`src/rtl/kti_lerp.sv`:
```
module kti_lerp (
   input  logic        clock,
   input  logic        reset,
   input  logic        start,
   input  logic [15:0] a,
   input  logic [15:0] b,
   input  logic [15:0] num,
   input  logic [15:0] den,
   output logic        done,
   output logic [15:0] result
);

   localparam logic [1:0] LS_IDLE = 2'd0;
   localparam logic [1:0] LS_MUL  = 2'd1;
   localparam logic [1:0] LS_DIV  = 2'd2;
   localparam logic [1:0] LS_FIN  = 2'd3;

   logic [1:0]  state_ff;
   logic        done_ff;
   logic [15:0] result_ff;
   logic [15:0] a_ff;
   logic        neg_ff;
   logic [15:0] mag_ff;
   logic [15:0] num_ff;
   logic [15:0] den_ff;
   logic [31:0] acc_ff;
   logic [15:0] rem_ff;
   logic [4:0]  cnt_ff;

   logic [16:0] diff;
   logic [16:0] mag_full;
   logic [16:0] trial;
   logic        fits;
   logic [16:0] trial_sub;
   logic [16:0] q_ext;
   logic [16:0] sum;

   // Difference and its magnitude
   always_comb begin
      diff     = {b[15], b} - {a[15], a};
      mag_full = diff[16] ? (~diff + 17'd1) : diff;
   end

   // One restoring division step: quotient bits shift into the accumulator
   always_comb begin
      trial     = {rem_ff, acc_ff[31]};
      fits      = trial >= {1'b0, den_ff};
      trial_sub = trial - {1'b0, den_ff};
   end

   // Apply the truncated quotient with the sign of the difference
   always_comb begin
      q_ext = {1'b0, acc_ff[15:0]};
      sum   = {a_ff[15], a_ff} + (neg_ff ? (~q_ext + 17'd1) : q_ext);
   end

   always_ff @(posedge clock) begin
      if (reset) begin
         state_ff <= LS_IDLE;
         done_ff  <= 1'b0;
      end else begin
         done_ff <= 1'b0;
         case (state_ff)
            LS_IDLE: begin
               if (start) begin
                  a_ff     <= a;
                  neg_ff   <= diff[16];
                  mag_ff   <= mag_full[15:0];
                  num_ff   <= num;
                  den_ff   <= den;
                  state_ff <= LS_MUL;
               end
            end
            LS_MUL: begin
               acc_ff   <= 32'(mag_ff) * 32'(num_ff);
               rem_ff   <= '0;
               cnt_ff   <= 5'd31;
               state_ff <= LS_DIV;
            end
            LS_DIV: begin
               acc_ff <= {acc_ff[30:0], fits};
               rem_ff <= fits ? trial_sub[15:0] : trial[15:0];
               if (cnt_ff == 5'd0) begin
                  state_ff <= LS_FIN;
               end else begin
                  cnt_ff <= cnt_ff - 5'd1;
               end
            end
            LS_FIN: begin
               result_ff <= sum[15:0];
               done_ff   <= 1'b1;
               state_ff  <= LS_IDLE;
            end
            default: begin
               state_ff <= LS_IDLE;
            end
         endcase
      end
   end

   assign done   = done_ff;
   assign result = result_ff;

endmodule

```
`config.mk`:
```
export PLATFORM = sky130hd
export DESIGN_NAME = kti_lerp
export DESIGN_NICKNAME = d
export VERILOG_FILES = /design/src/rtl/kti_lerp.sv
export SDC_FILE = /design/constraint.sdc
export NUM_CORES = 1
export LEC_CHECK = 0
export BUFFER_PORTS_ARGS = -buffer_cell sky130_fd_sc_hd__buf_4
export CELL_PAD_IN_SITES_DETAIL_PLACEMENT = 0
export CELL_PAD_IN_SITES_GLOBAL_PLACEMENT = 2
export CORE_MARGIN = 5
export CORE_UTILIZATION = 38
export DETAILED_ROUTE_END_ITERATION = 7
export GPL_ROUTABILITY_DRIVEN = 0
export PLACE_DENSITY_LB_ADDON = 0.1
export SLEW_MARGIN = 20
export SYNTH_ARGS = -nofsm -noshare
export SYNTH_HDL_FRONTEND = slang
export SYNTH_SLANG_ARGS = --single-unit
```
`constraint.sdc`:
```
create_clock -name clock -period 7.65 [get_ports clock]
set_clock_uncertainty 0.2 [all_clocks]
set_input_delay 0.765 -clock clock [delete_from_list [all_inputs] [get_ports clock]]
set_output_delay 0.765 -clock clock [all_outputs]
set_load 0.02 [all_outputs]
```
==> key figures <==
Clock tree
  • Post-CTS Hold Buffers: 0
  • Htree depth: 4
  • Post-cts resize count: 0
  • Clk buf depth: 2
  • Clock root buffer: clkbuf_16
  • Clock Latency Late Sink: 480 ps
  • Setup bufs post-CTS: 0
  • Reg clk slew, reported paths: 70 ps
  • TritonCTS Buffers: 17
  • CTS Sinks: around 140
  • CTS tree: done

Worst setup path
  • Critical Path AT: 7010 ps
  • Worst setup path end: acc_ff[31]
  • RR Startpoint: mag_ff[5]
  • CP max stage delay: 670 ps
  • Reg2Reg Setup Slack: between 600 and 700 ps
  • Critical Path RT: 7670 ps
  • CP Launch Type: register
  • Critical path type: reg2reg
  • CP delay by family, top: adder cells
  • CP Max Fanout: 16
  • Reg2Reg Depth: 21
  • Crit-path cells: and2_1, fa_1, inv_1, fa_1, fa_1, fa_1, inv_1, fa_1, inv_1, fa_1, inv_1, ha_1, a21o_1, a21o_1, a21oi_1, o311ai_1, a22oi_1, o21bai_1, a211o_1, mux2i_1, nor2_1
  • Reg-to-reg endpoint: acc_ff[31]
  • Crit path capture type: register
  • Crit path buf inv count: 4
  • Slowest CP cell: edfxtp_1
  • Cell depth of the worst setup path: 21
  • Critical Path Start: mag_ff[5]
  • Most used cell, CP: fa_1

Drt
  • DR pass1 iterations: 5
  • Met3 wire length: 1.987 mm
  • DRC viols: 0
  • Top layer in use: met4
  • Vias per cell: 5.036
  • Met2 WL: ~19 mm
  • Vias: 11592
  • DR WL/cell: 18.13 µm
  • Antenna-violating nets left: 0
  • Post-Route WL: around 42 mm
  • Initial DRC count: 586
  • WL met1: 20.69 mm

Final layout
  • Area Growth Syn to Fin: 11.57%
  • Layout Nets: about 2200
  • Antenna cell count: 0
  • Area of the multi-input gates: 10870 µm²
  • Register area: 4084 µm²
  • Fillcell total: 4199
  • Layout cell share with drive strength beyond 1: 9.529%

Logic synthesis
  • Synth cell count leaders: inv_1 (288), nand2_1 (205), fa_1 (197)
  • Synth cell types: 69
  • Flip-flop and latch count after synthesis: 137
  • Top FF cell, synth: edfxtp_1
  • EDFF count, synth: between 100 and 150
  • Count leader, synth: inv_1
  • Syn_nets: 2092
  • Yosys top cell by area: edfxtp_1
  • Mean Syn Cell Area: 9.716 µm²
  • Area contributors post-synth: edfxtp_1 (25%), fa_1 (24%), ha_1 (12%), inv_1 (6.7%), nand2_1 (4.7%)
  • Sequential area share after synthesis: 25.17%
  • Yosys warnings: 0
  • Synth Instances: 1670
  • Post-Syn Area: 16230 µm²
  • Top cell type's share of synthesized area: between 20% and 30%
  • Post-synthesis async set-or-reset flop share: 0%

Timing
  • RSZ-0062 raised after global routing: no
  • Fin crit share: 91.46%
  • Final Hold Viols: 0
  • Worst slew margin: 39.04%
  • Setup_tns: 0 ps
  • Max Slew Vio Count: 0
  • Fmax: 0.1429 GHz
  • Setup-failing EPs final: 0
  • Actual slew at the worst max-slew pin: between 900 and 1000 ps
  • Period minus WS final: around 7000 ps

Hold path
  • Start point of the worst hold path: num[13]
  • Min-Delay Path Class: in2reg

Die
  • Die W: 216.6 µm
  • Die area: about 47000 µm²
  • Starting Density: about two fifths
  • Chip Height: approximately 220 µm
  • Ports: 84
  • Num rows: 75
  • Core Area: 42130 µm²

Global routing
  • Global Route Usage Sum: 18.69%
  • Number of global-route vias before repair: 12110
  • Global-route wire length before repair: 67.89 mm
  • Initial antenna violation count: 0
  • Largest net degree at the start of global routing: 69
  • Global route total overflow: 0

Job
  • Max-cap viol count: 0

Placement
  • HPWL after DPL: 33.79 mm
  • # port buffers: between 80 and 90

Run status
  • Status: finished clean
layer usage:
layer	GRT usage (%)	vias up
met5	0	-
met4	4.070	0
met3	4.745	31
met2	28.20	177
met1	27.28	5792
li1	-	5592
metrics by stage:
stage	area [µm²]	instances	hold WS (ps)	setup slack [ps]	utilization, %
2_1_floorplan	16230	1670	298.4	1204	-
3_3_place_gp	17550	2271	305.8	651.2	41.66
3_5_place_dp	17550	2271	307.2	628.2	41.66
4_1_cts	18100	2302	207.6	603.7	42.96
5_1_grt	18100	2302	216.1	282.0	42.96
6_report	18100	2302	259.0	653.6	42.96
flip-flops by register name (all words and copies together), names as in the netlist:
register / flops
mag_ff: 16
done: 1
den_ff: 16
state_ff: 2
neg_ff: 1
a_ff: 16
result: 16
num_ff: 16
acc_ff: 32
cnt_ff: 5
rem_ff: 16
area by class of cell:
cell class                 instances  share of cell area, %
clock inverter                    14                 0.6774
timing repair buffer             111                  4.603
sequential                       137                  22.56
clock buffer                      17                  2.350
inverter                         290                  6.013
multi-input combinational       1194                  60.07
tap                              539                  3.725
worst min-delay path by stage:
stage / slack [ps] / to / cells after the start
2_1_floorplan: 300 / acc_ff[22] / 2
3_3_place_gp: 310 / acc_ff[17] / 2
3_5_place_dp: 310 / acc_ff[24] / 1
4_1_cts: 210 / num_ff[15] / 1
5_1_grt: 220 / num_ff[15] / 1
6_report: 260 / num_ff[13] / 1
cells by family after synthesis:
group | count (synthesis) | synth area share [%]
AND/OR/NAND/NOR | 490 | 14.68
adder cells (fa/ha/maj) | 355 | 36.49
buffers and inverters | 339 | 7.943
AO/OA/AOI/OAI | 239 | 9.585
flip-flops | 137 | 25.17
XOR/XNOR | 90 | 4.858
multiplexers | 20 | 1.272
cells in the final DEF, fill, tap and decap left out, types with 33 or more instances in the layout:
cell / count
a21o_1: 33
a21oi_1: 51
and2_1: 119
buf_4: 111
edfxtp_1: 134
fa_1: 197
ha_1: 157
inv_1: 288
nand2_1: 205
nor2_1: 61
o21ai_0: 59
xnor2_1: 62
Power is left out: the tool's default activity adds up to more than one toggle a clock period on the data nets, which glitch-free logic cannot reach.
