==> config.mk <==
export PLATFORM = sky130hd
export DESIGN_NAME = kti_ram
export DESIGN_NICKNAME = d
export VERILOG_FILES = /design/src/rtl/kti_ram.sv
export SDC_FILE = /design/constraint.sdc
export NUM_CORES = 1
export LEC_CHECK = 0
export BUFFER_PORTS_ARGS = -buffer_cell sky130_fd_sc_hd__buf_2
export CORE_ASPECT_RATIO = 0.6
export CORE_MARGIN = 3
export CORE_UTILIZATION = 68
export CTS_BUF_LIST = sky130_fd_sc_hd__clkbuf_8
export CTS_CLUSTER_SIZE = 10
export DETAILED_ROUTE_END_ITERATION = 7
export GPL_TIMING_DRIVEN = 0
export PLACE_DENSITY = 0.85
export SETUP_SLACK_MARGIN = 0.5
export SYNTH_ARGS = -nofsm -noshare
export SYNTH_HDL_FRONTEND = slang
export SYNTH_SLANG_ARGS = --single-unit
==> constraint.sdc <==
create_clock -name clock -period 4.1 [get_ports clock]
set_input_delay 0.82 -clock clock [delete_from_list [all_inputs] [get_ports clock]]
set_output_delay 0.82 -clock clock [all_outputs]
set_load 0.01 [all_outputs]
==> src/rtl/kti_ram.sv <==
module kti_ram #(
   parameter int WIDTH = 8,
   parameter int DEPTH = 16
) (
   input  logic                                       clock,
   input  logic                                       wr_en,
   input  logic [((DEPTH > 1) ? $clog2(DEPTH) : 1)-1:0] wr_addr,
   input  logic [WIDTH-1:0]                           wr_data,
   input  logic [((DEPTH > 1) ? $clog2(DEPTH) : 1)-1:0] rd_addr,
   output logic [WIDTH-1:0]                           rd_data
);

   logic [WIDTH-1:0] mem [DEPTH];
   logic [WIDTH-1:0] rd_data_ff;

   // One write port, one registered read port
   always_ff @(posedge clock) begin
      if (wr_en) begin
         mem[wr_addr] <= wr_data;
      end
      rd_data_ff <= mem[rd_addr];
   end

   assign rd_data = rd_data_ff;

endmodule

==> metrics, run 1 <==
initial antenna violation count=0; Clock Latency Late Sink=roughly 0.42 ns; core area=approximately 7000 µm²; synth top area cells=edfxtp_1, mux4_2, mux4_1, dfxtp_1, a22oi_1; Setup Fix Bufs, Post-CTS=0; CP Cell Sequence=buf_2, or3b_2, nor2_1; ys flop type=edfxtp_1; Final Setup Violations=0; period utilization=0.542; WP data arrival=~2.3 ns; GP Congestion=between 0.7 and 0.8; EDFF count, synth=roughly 130; final setup TNS=0 ns; Max-Cap Viols=0; Reg-to-Reg Start=mem[5][0]; CP required=about 4.1 ns; vias per inst=between 6 and 7; worst rel slew slack=0.0943; die width=~120 µm; FFs w/ async S/R, synth=0; fmax=between 400 and 500 MHz; PD cells=about 470 nW/µm²; status=complete, no violations; first-pass GRT wire length=around 15 mm; IO Count=26; hold violation count in the final report=0; Sink Count=around 140; # DRC=0; hold depth=3; r2r endpoint=rd_data[0]; GR Layer Usage met2=0.361; Commonest cells post-synth=edfxtp_1, mux4_2, a22oi_1; CP max stage cell=nor2_1; port bufs=24; #FFs+latches synth=136; Pre-antenna DRT Iters=5; Final ANT Viol Nets=0; CP Max Fanout=8; # rows=23; P_leak=about 0.0019 µW; Worst R2R Setup Slack=between 2 and 3 ns; hold_ws=about 0.68 ns; grt met3 use=0.0923; critical setup path kind=in2reg; count leader, synth=edfxtp_1; clk slew on worst S/H paths=0.07 ns; cts hold-fix bufs=0; Total GRT Usage=0.253; max-slew violations=0; total gr overflow=0; HP Class=reg2reg; die area=8680 µm²; Die Span Y=73.4 µm; Final Critical Period=between 2 and 2.5 ns; total wire length=9.75 mm; Slew @ Worst Pin=roughly 1.3 ns; Post-DP HPWL=between 6 and 7 mm; starting density of the core=0.736; largest net degree at the start of global routing=17; worst vdd ir=between 0.0004 and 0.0005 V; layout cells sized above 1=0.280; hold endpoint=rd_data[1]; Worst setup SP type=input pin; CTS tree=yes; Netlist Area Pre-Place=slightly above 5000 µm²; CTS root buf=clkbuf_8; Yosys top cell area share=0.747; Setup Skew=~0.0080 ns; CP endpoint kind=register; final net count=a little under 300; YS warnings=0; RSZ-0062 raised after global routing=no; GR peak layer=met1; initial drt markers=326; syn nets=247; number of diodes=0; hold path start=mem[8][1]; fillcell total=around 330; vias after detailed routing=2507; Mapped Cells=around 230; htree depth=4; met1 Track Usage GR=0.370; register area share after synthesis=0.778; vias in the first global route=between 2000 and 3000; clock buffer depth=2; Avg WL per Cell=between 20 and 30 µm; worst r2r path cells=3; Slowest Stage Delay on Critical Path=approximately 0.80 ns; Area growth, synth to finish=12.4%; post-CTS resize count=0; post-synth top area cell=edfxtp_1; CTS Buf Count=17; Avg Cell Area, Syn=around 22 µm²; Yosys cell types=19; Worst Setup SP=wr_addr[2]
==> cell type report <==
class,count,area (µm²),area share
buffer,10,86.3,0.0149
clock buffer,17,234,0.0404
clock inverter,15,140,0.0242
multi-input combinational,83,1070,0.185
sequential,136,4000,0.692
tap,100,125,0.0216
timing repair buffer,25,128,0.0221
==> where the power goes <==
group / leakage [µW] / internal (µW) / switching [µW] / total, µW
Sequential: 0.00122 / 1550 / 8.35 / 1560
Combinational: 0.000522 / 61.7 / 85.6 / 147
Clock: 0.000193 / 579 / 455 / 1030
==> cell usage in the layout (no fill, tap or decap) <==
master and n:
clkinv_2 4, nor3_2 2, buf_6 3, nand3_1 1
edfxtp_1 128, or3b_2 1, mux4_1 14, clkbuf_4 1
bufinv_16 3, and2b_1 1, buf_2 27, nand3b_1 2
nand2b_1 2, nor2b_1 1, buf_4 1, and2_1 1
clkdlybuf4s25_2 3, dfxtp_1 8, nor2_1 13, mux4_2 18
clkinv_1 8, nand2_1 9, a22oi_1 16, nor3_1 2
clkbuf_8 17
==> through the flow <==
stage / setup WS (ns) / cells / area [µm²] / utilization / total power, µW
floorplan: 1.79 / 229 / 5150 / - / 1670
global placement: 1.20 / 353 / 5390 / 0.771 / 1730
detailed placement: 1.19 / 353 / 5390 / 0.771 / 1740
CTS: 1.64 / 385 / 5770 / 0.825 / 2760
global route: 1.88 / 386 / 5780 / 0.827 / 2840
finish: 1.88 / 386 / 5780 / 0.827 / 2740
==> cells by family (layout without fill, tap and decap cells) <==
logic type             after synthesis  count (layout)  share of synthesized area
buffers and inverters               10              67                     0.0168
AND/OR/NAND/NOR                     35              35                     0.0318
flip-flops                         136             136                      0.778
AO/OA/AOI/OAI                       16              16                     0.0233
multiplexers                        32              32                      0.150
==> worst max-delay path, delay by kind of cell <==
kind / cells / cell delay [ns]
buf+inv: 1 / 0.11
simple gates: 2 / 1.33
==> per-layer routing <==
metal | vias up | part of all wire
li1 | 1062 | -
met1 | 1297 | 0.42
met2 | 138 | 0.48
met3 | 10 | 0.092
met4 | 0 | 0.0080
met5 | - | 0
==> state kept, by name, indices dropped and copies added (netlist names) <==
name and flops:
mem 128, rd_data 8
==> worst max-delay path by stage <==
stage	endpoint	slack (ns)	cells after the start
2_1_floorplan	mem[0][0]	1.79	2
3_3_place_gp	mem[0][7]	1.20	3
3_5_place_dp	mem[0][1]	1.19	3
4_1_cts	mem[0][0]	1.64	3
5_1_grt	mem[8][1]	1.88	3
6_report	mem[2][0]	1.88	3
(Power assumes the default switching activity.)
==> run 2, diff against run 1 <==
--- a/config.mk
+++ b/config.mk
@@ -8,12 +8,12 @@
 export BUFFER_PORTS_ARGS = -buffer_cell sky130_fd_sc_hd__buf_2
 export CORE_ASPECT_RATIO = 0.6
 export CORE_MARGIN = 3
-export CORE_UTILIZATION = 68
+export CORE_UTILIZATION = 63
 export CTS_BUF_LIST = sky130_fd_sc_hd__clkbuf_8
 export CTS_CLUSTER_SIZE = 10
 export DETAILED_ROUTE_END_ITERATION = 7
 export GPL_TIMING_DRIVEN = 0
-export PLACE_DENSITY = 0.85
+export PLACE_DENSITY = 0.8
 export SETUP_SLACK_MARGIN = 0.5
 export SYNTH_ARGS = -nofsm -noshare
 export SYNTH_HDL_FRONTEND = slang
==> constraint.sdc (replaced) <==
create_clock -name clock -period 2.1 [get_ports clock]
set_input_delay 0.42 -clock clock [delete_from_list [all_inputs] [get_ports clock]]
set_output_delay 0.42 -clock clock [all_outputs]
set_load 0.01 [all_outputs]
==> run 2 against run 1 <==
Compared with the run above: routed wire length shrank 5.6%; first-iteration DRC count shrank 19%; critical path type unchanged; final area is the same; die area grew 7.4%; sequential power grew 96%; clock power grew 85%; register-to-register slack lost 2.0 ns; via count shrank 1.9%; sequential share of layout area is the same; sequential cell count is the same; cell count grew 0.78%; non-clock buffer count shrank 1.
==> metrics, run 2 (synthesis gave the netlist of run 1 again) <==
Total GRT Usage=0.221 (was 0.253); Avg WL per Cell=23.6 µm (was 25.3 µm); most frequent cells in the layout=edfxtp_1, buf_2, mux4_2, clkbuf_8, a22oi_1 (unchanged); CP Max Fanout=8 (unchanged); core area=7600 µm² (was 6990 µm²); fmax=~650 MHz; first-pass GRT wire length=14.3 mm (was 15.0 mm); clk slew on worst S/H paths=0.07 ns (about the same); Final Critical Period=1.55 ns; starting density of the core=0.678 (was 0.736); total wire length=9.20 mm (was 9.75 mm); largest net degree at the start of global routing=17 (unchanged); period utilization=0.737; port bufs=24 (unchanged); Slew @ Worst Pin=0.951 ns (was 1.35 ns); HP Class=in2reg (was reg2reg); Sink Count=136 (unchanged); max-slew violations=0 (unchanged); Max-Cap Viols=0 (unchanged); clock buffer depth=2 (unchanged); number of flip-flops in the largest register=128 (unchanged); PD cells=907 nW/µm² (was 474 nW/µm²); Pre-antenna DRT Iters=5 (unchanged); critical setup path kind=in2reg (unchanged); hold path start=wr_data[6] (was mem[8][1]); Final Power=5250 µW (was 2740 µW); hold depth=1 (was 3); Worst setup SP type=input pin (unchanged); hold_ws=0.364 ns (was 0.681 ns); CP max stage cell=or3b_2 (was nor2_1); Setup Skew=0.00867 ns (was 0.00802 ns); Worst R2R Setup Slack=0.70 ns (was 2.74 ns); delay-heaviest family, CP=simple AND/OR/NAND/NOR gates (unchanged); die width=123 µm (was 118 µm); initial drt markers=264 (was 326); Clock Latency Late Sink=0.43 ns (was 0.42 ns); final setup TNS=0 ns (unchanged); P_leak=0.00193 µW (was 0.00194 µW); CTS Buf Count=17 (unchanged); hold violation count in the final report=0 (unchanged); IO Count=26 (unchanged); Slowest Stage Delay on Critical Path=0.56 ns (was 0.80 ns); CTS tree=yes (unchanged); hold endpoint=mem[12][6] (was rd_data[1]); total gr overflow=0 (unchanged); fillcell total=419 (was 334); status=complete, no violations (unchanged); Final ANT Viol Nets=0 (unchanged); vias after detailed routing=2459 (was 2507); CP Cell Sequence=buf_2, or3b_2, nor2_2 (was buf_2, or3b_2, nor2_1); GP Congestion=0.760 (was 0.777); commonest non-fill, non-tap cell in the layout=edfxtp_1 (unchanged); RSZ-0062 raised after global routing=no (unchanged); r2r endpoint=rd_data[3] (was rd_data[0]); layout cells sized above 1=0.298 (was 0.280); Final Setup Violations=0 (unchanged); worst vdd ir=0.000839 V (was 0.000405 V); Reg-to-Reg Start=mem[9][3] (was mem[5][0]); CP required=2.17 ns (was 4.14 ns); worst rel slew slack=0.364 (was 0.0943); largest register by flop count=mem (unchanged); initial antenna violation count=0 (unchanged); Die Span Y=76.0 µm (was 73.4 µm); Post-DP HPWL=5.97 mm (was 6.09 mm); die area=9330 µm² (was 8680 µm²); vias per inst=6.32 (was 6.49); CP endpoint kind=register (unchanged); vias in the first global route=2483 (was 2509); WP data arrival=1.61 ns (was 2.26 ns); CTS root buf=clkbuf_8 (unchanged); final net count=290 (was 291); Area growth, synth to finish=12.4% (unchanged); number of diodes=0 (unchanged); htree depth=4 (unchanged); CP bufs+invs=1 (unchanged); worst r2r path cells=3 (unchanged); # DRC=0 (unchanged); # rows=24 (was 23)
## run 2: cell count changes in the layout (fill, tap and decap cells not counted), sizes merged
cell      change
inv           +2
clkinvlp      +1
bufinv        -1
clkinv        -2
clkbuf        -1
## run 2: cell type report
cell class | count | area, µm² | area share
Timing Repair Buffer | 24 | 120 | 0.0208
Sequential cell | 136 | 4000 | 0.692
Multi-Input combinational cell | 83 | 1090 | 0.189
Clock inverter | 15 | 119 | 0.0205
Tap cell | 104 | 130 | 0.0225
Clock buffer | 17 | 234 | 0.0404
Buffer | 10 | 86.3 | 0.0149
## run 2: stage by stage
| stage | cell area, µm² | instances | worst slack, ns | utilization |
|---|---|---|---|---|
| floorplan | 5160 | 229 | 0.414 | - |
| detailed placement | 5410 | 357 | -0.125 | 0.712 |
| CTS | 5780 | 389 | 0.577 | 0.761 |
| global placement | 5410 | 357 | -0.0989 | 0.712 |
| finish | 5780 | 389 | 0.553 | 0.761 |
| global route | 5780 | 389 | 0.512 | 0.761 |
## run 2: how the worst max path moves through the flow
stage | start | end | slack (ns) | cells after the start
detailed placement | wr_addr[2] | mem[2][3] | -0.13 | 3
global placement | wr_addr[2] | mem[2][1] | -0.1 | 3
floorplan | wr_addr[2] | mem[3][0] | 0.41 | 2
finish | wr_addr[2] | mem[2][0] | 0.55 | 3
global route | wr_addr[2] | mem[2][7] | 0.51 | 3
CTS | wr_addr[2] | mem[2][3] | 0.58 | 3
## run 2: where the power goes
part | internal (µW) | leakage (µW) | switching, µW | total, µW
sequential | 3030 | 0.00122 | 14.9 | 3050
clock | 1010 | 0.000189 | 902 | 1910
combinational | 121 | 0.000522 | 167 | 287
total | 4160 | 0.00193 | 1080 | 5250
## run 2: repair_timing
| action | 4_1_cts | 5_1_grt |
|---|---|---|
| endpoints found under the setup margin | 38 | 0 |
| hold buffers | 0 | 0 |
| resized for setup | 5 | 0 |
| setup buffers | 0 | 0 |
| endpoints found under the hold margin | 0 | 0 |
## run 2: metal layers
metal  GRT usage  wire length [µm]
met1       0.352              4180
met5           0                 0
met2       0.292              4170
met3      0.0682               688
met4      0.0872               155
==> run 3, diff against run 2 <==
--- a/config.mk
+++ b/config.mk
@@ -8,12 +8,12 @@
 export BUFFER_PORTS_ARGS = -buffer_cell sky130_fd_sc_hd__buf_2
 export CORE_ASPECT_RATIO = 0.6
 export CORE_MARGIN = 3
-export CORE_UTILIZATION = 63
+export CORE_UTILIZATION = 57
 export CTS_BUF_LIST = sky130_fd_sc_hd__clkbuf_8
 export CTS_CLUSTER_SIZE = 10
 export DETAILED_ROUTE_END_ITERATION = 7
 export GPL_TIMING_DRIVEN = 0
-export PLACE_DENSITY = 0.8
+export PLACE_DENSITY = 0.76
 export SETUP_SLACK_MARGIN = 0.5
 export SYNTH_ARGS = -nofsm -noshare
 export SYNTH_HDL_FRONTEND = slang
==> constraint.sdc (replaced) <==
create_clock -name clock -period 1.3 [get_ports clock]
set_input_delay 0.26 -clock clock [delete_from_list [all_inputs] [get_ports clock]]
set_output_delay 0.26 -clock clock [all_outputs]
set_load 0.01 [all_outputs]
==> run 3 against run 2 <==
Compared with the run above: register-to-register slack worse by 0.69 ns; largest power group unchanged; first-iteration DRC count down 13%; setup slack lost 0.54 ns; highest routed layer unchanged; sequential cell count did not move; sequential power rose by 62%; critical path depth stayed put; non-clock buffer count grew 27; combinational power is 130% higher; via count grew 5.5%; final area increased by 12%; core utilization decreased by 1.3 points; sequential share of layout area shrank 7.3 points.
==> metrics, run 3 (synthesis gave the netlist of run 1 again) <==
status=complete, no violations (unchanged); Setup Skew=0.00906 ns (was 0.00867 ns); initial antenna violation count=0 (unchanged); worst rel slew slack=0.396 (was 0.364); worst vdd ir=0.00123 V (was 0.000839 V); number of flip-flops in the largest register=128 (unchanged); Slew @ Worst Pin=0.902 ns (was 0.951 ns); port bufs=24 (unchanged); die area=10200 µm² (was 9330 µm²); RSZ-0062 raised after global routing=yes (was no); Total GRT Usage=0.230 (was 0.221); fmax=777 MHz; CP Max Fanout=1 (was 8); Non-Filler Instances=422 (was 389); largest net degree at the start of global routing=17 (unchanged); Worst R2R Setup Slack=0.01 ns (was 0.70 ns); Max-Cap Viols=0 (unchanged); Final Critical Period=1.29 ns; r2r endpoint=rd_data[4] (was rd_data[3]); total gr overflow=0 (unchanged); Post-DP HPWL=6.28 mm (was 5.97 mm); clk slew on worst S/H paths=0.08 ns (was 0.07 ns); hold depth=1 (unchanged); # rows=26 (was 24); hold path start=wr_data[0] (was wr_data[6]); Area growth, synth to finish=25.7% (was 12.4%); max-slew violations=0 (unchanged); Finished Cell Area=6470 µm² (was 5780 µm²); initial drt markers=230 (was 264); CP max stage cell=mux4_2 (was or3b_2); Slowest Stage Delay on Critical Path=0.49 ns (was 0.56 ns); clock buffer depth=2 (unchanged); Avg WL per Cell=25.3 µm (was 23.6 µm); number of diodes=0 (unchanged); core area=8650 µm² (was 7600 µm²); PD cells=1360 nW/µm² (was 907 nW/µm²); fillcell total=446 (was 419); Setup crit end=rd_data[4] (was mem[2][0]); grt met3 use=0.0689 (was 0.0682); CP endpoint kind=register (unchanged); final net count=317 (was 290); Clock Latency Late Sink=0.43 ns (about the same); CTS Buf Count=17 (unchanged); CP required=1.60 ns (was 2.17 ns); first-pass GRT wire length=16.0 mm (was 14.3 mm); Final Setup Violations=0 (unchanged); CTS root buf=clkbuf_8 (unchanged); # placed instances=365 (was 357); period utilization=0.990; total wire length=10.7 mm (was 9.20 mm); Pre-antenna DRT Iters=5 (unchanged); WP data arrival=1.59 ns (was 1.61 ns); CTS tree=yes (unchanged); vias in the first global route=2668 (was 2483); starting density of the core=0.595 (was 0.678); vias per inst=6.15 (was 6.32); HP Class=in2reg (unchanged); GP Congestion=0.753 (was 0.760); # DRC=0 (unchanged); IO Count=26 (unchanged); Worst Setup SP=mem[2][4] (was wr_addr[2]); Reg-to-Reg Start=mem[2][4] (was mem[9][3]); largest register by flop count=mem (unchanged); Worst setup SP type=register (was input pin); htree depth=4 (unchanged); met1 Track Usage GR=0.334 (was 0.352); most frequent cells in the layout=edfxtp_1, mux4_2, clkbuf_8, buf_12, buf_2 (was edfxtp_1, buf_2, mux4_2, clkbuf_8, a22oi_1); die width=129 µm (was 123 µm); layout cells sized above 1=0.484 (was 0.298); hold violation count in the final report=0 (unchanged); P_leak=0.00216 µW (was 0.00193 µW); vias after detailed routing=2595 (was 2459); Final ANT Viol Nets=0 (unchanged); commonest non-fill, non-tap cell in the layout=edfxtp_1 (unchanged); hold_ws=0.203 ns (was 0.364 ns); cts hold-fix bufs=0 (unchanged); CP Cell Sequence=mux4_2, a22oi_2, nand2_1 (was buf_2, or3b_2, nor2_2); critical setup path kind=reg2reg (was in2reg); Sink Count=136 (unchanged); GR peak layer=met1 (unchanged); worst r2r path cells=3 (unchanged); Post-DP Area=5540 µm² (was 5410 µm²); Die Span Y=79.6 µm (was 76.0 µm); GR Layer Usage met2=0.333 (was 0.292)
==> run 3: worst min path at each step <==
stage | endpoint | slack [ns]
final | mem[3][0] | 0.20
after global routing | mem[11][5] | 0.19
after CTS | mem[11][5] | 0.19
after detailed placement | rd_data[3] | 0.66
after global placement | mem[12][5] | 0.64
after floorplan | mem[0][0] | 0.36
==> run 3: worst max-delay path, delay by kind of cell (launching register included) <==
kind	cells	cell delay, ns
flops	1	0.38
simple gates	1	0.11
compound gates	1	0.18
mux	1	0.49
==> run 3: per-stage QoR <==
stage               total power, µW   util   TNS, ns  setup WS, ns
floorplan                      5330      -    -0.660       -0.0630
global placement               5530  0.640    -31.59        -0.421
detailed placement             5540  0.640    -33.91        -0.437
CTS                            8830  0.739         0        0.0103
global route                   9120  0.748  -0.00232      -0.00232
finish                         8820  0.748         0        0.0125
==> run 3: repair_timing <==
action | 4_1_cts | 5_1_grt
hold endpoints to repair | 0 | 0
endpoints found under the setup margin | 144 | 144
pin swaps | 19 | 14
gates resized for setup | 32 | 11
setup buffers | 25 | 2
==> run 3: where the power goes <==
| part | internal [µW] | switching, µW | leakage (µW) |
|---|---|---|---|
| combinational | 307 | 342 | 0.000727 |
| clock | 1790 | 1450 | 0.000212 |
| sequential | 4900 | 28.4 | 0.00122 |
==> run 3: area by class of cell <==
type                       instances  area [µm²]  area share
buffer                            10         120      0.0186
clock buffer                      20         275      0.0425
clock inverter                    10        92.6      0.0143
multi-input combinational         83        1220       0.189
sequential                       136        4010       0.619
tap                              112         140      0.0217
timing repair buffer              51         614      0.0949
==> run 3: metal layers <==
layer | vias up | wire length [µm]
li1 | 1100 | -
met1 | 1341 | 4680
met2 | 131 | 4850
met3 | 23 | 921
met4 | 0 | 246
met5 | - | 0
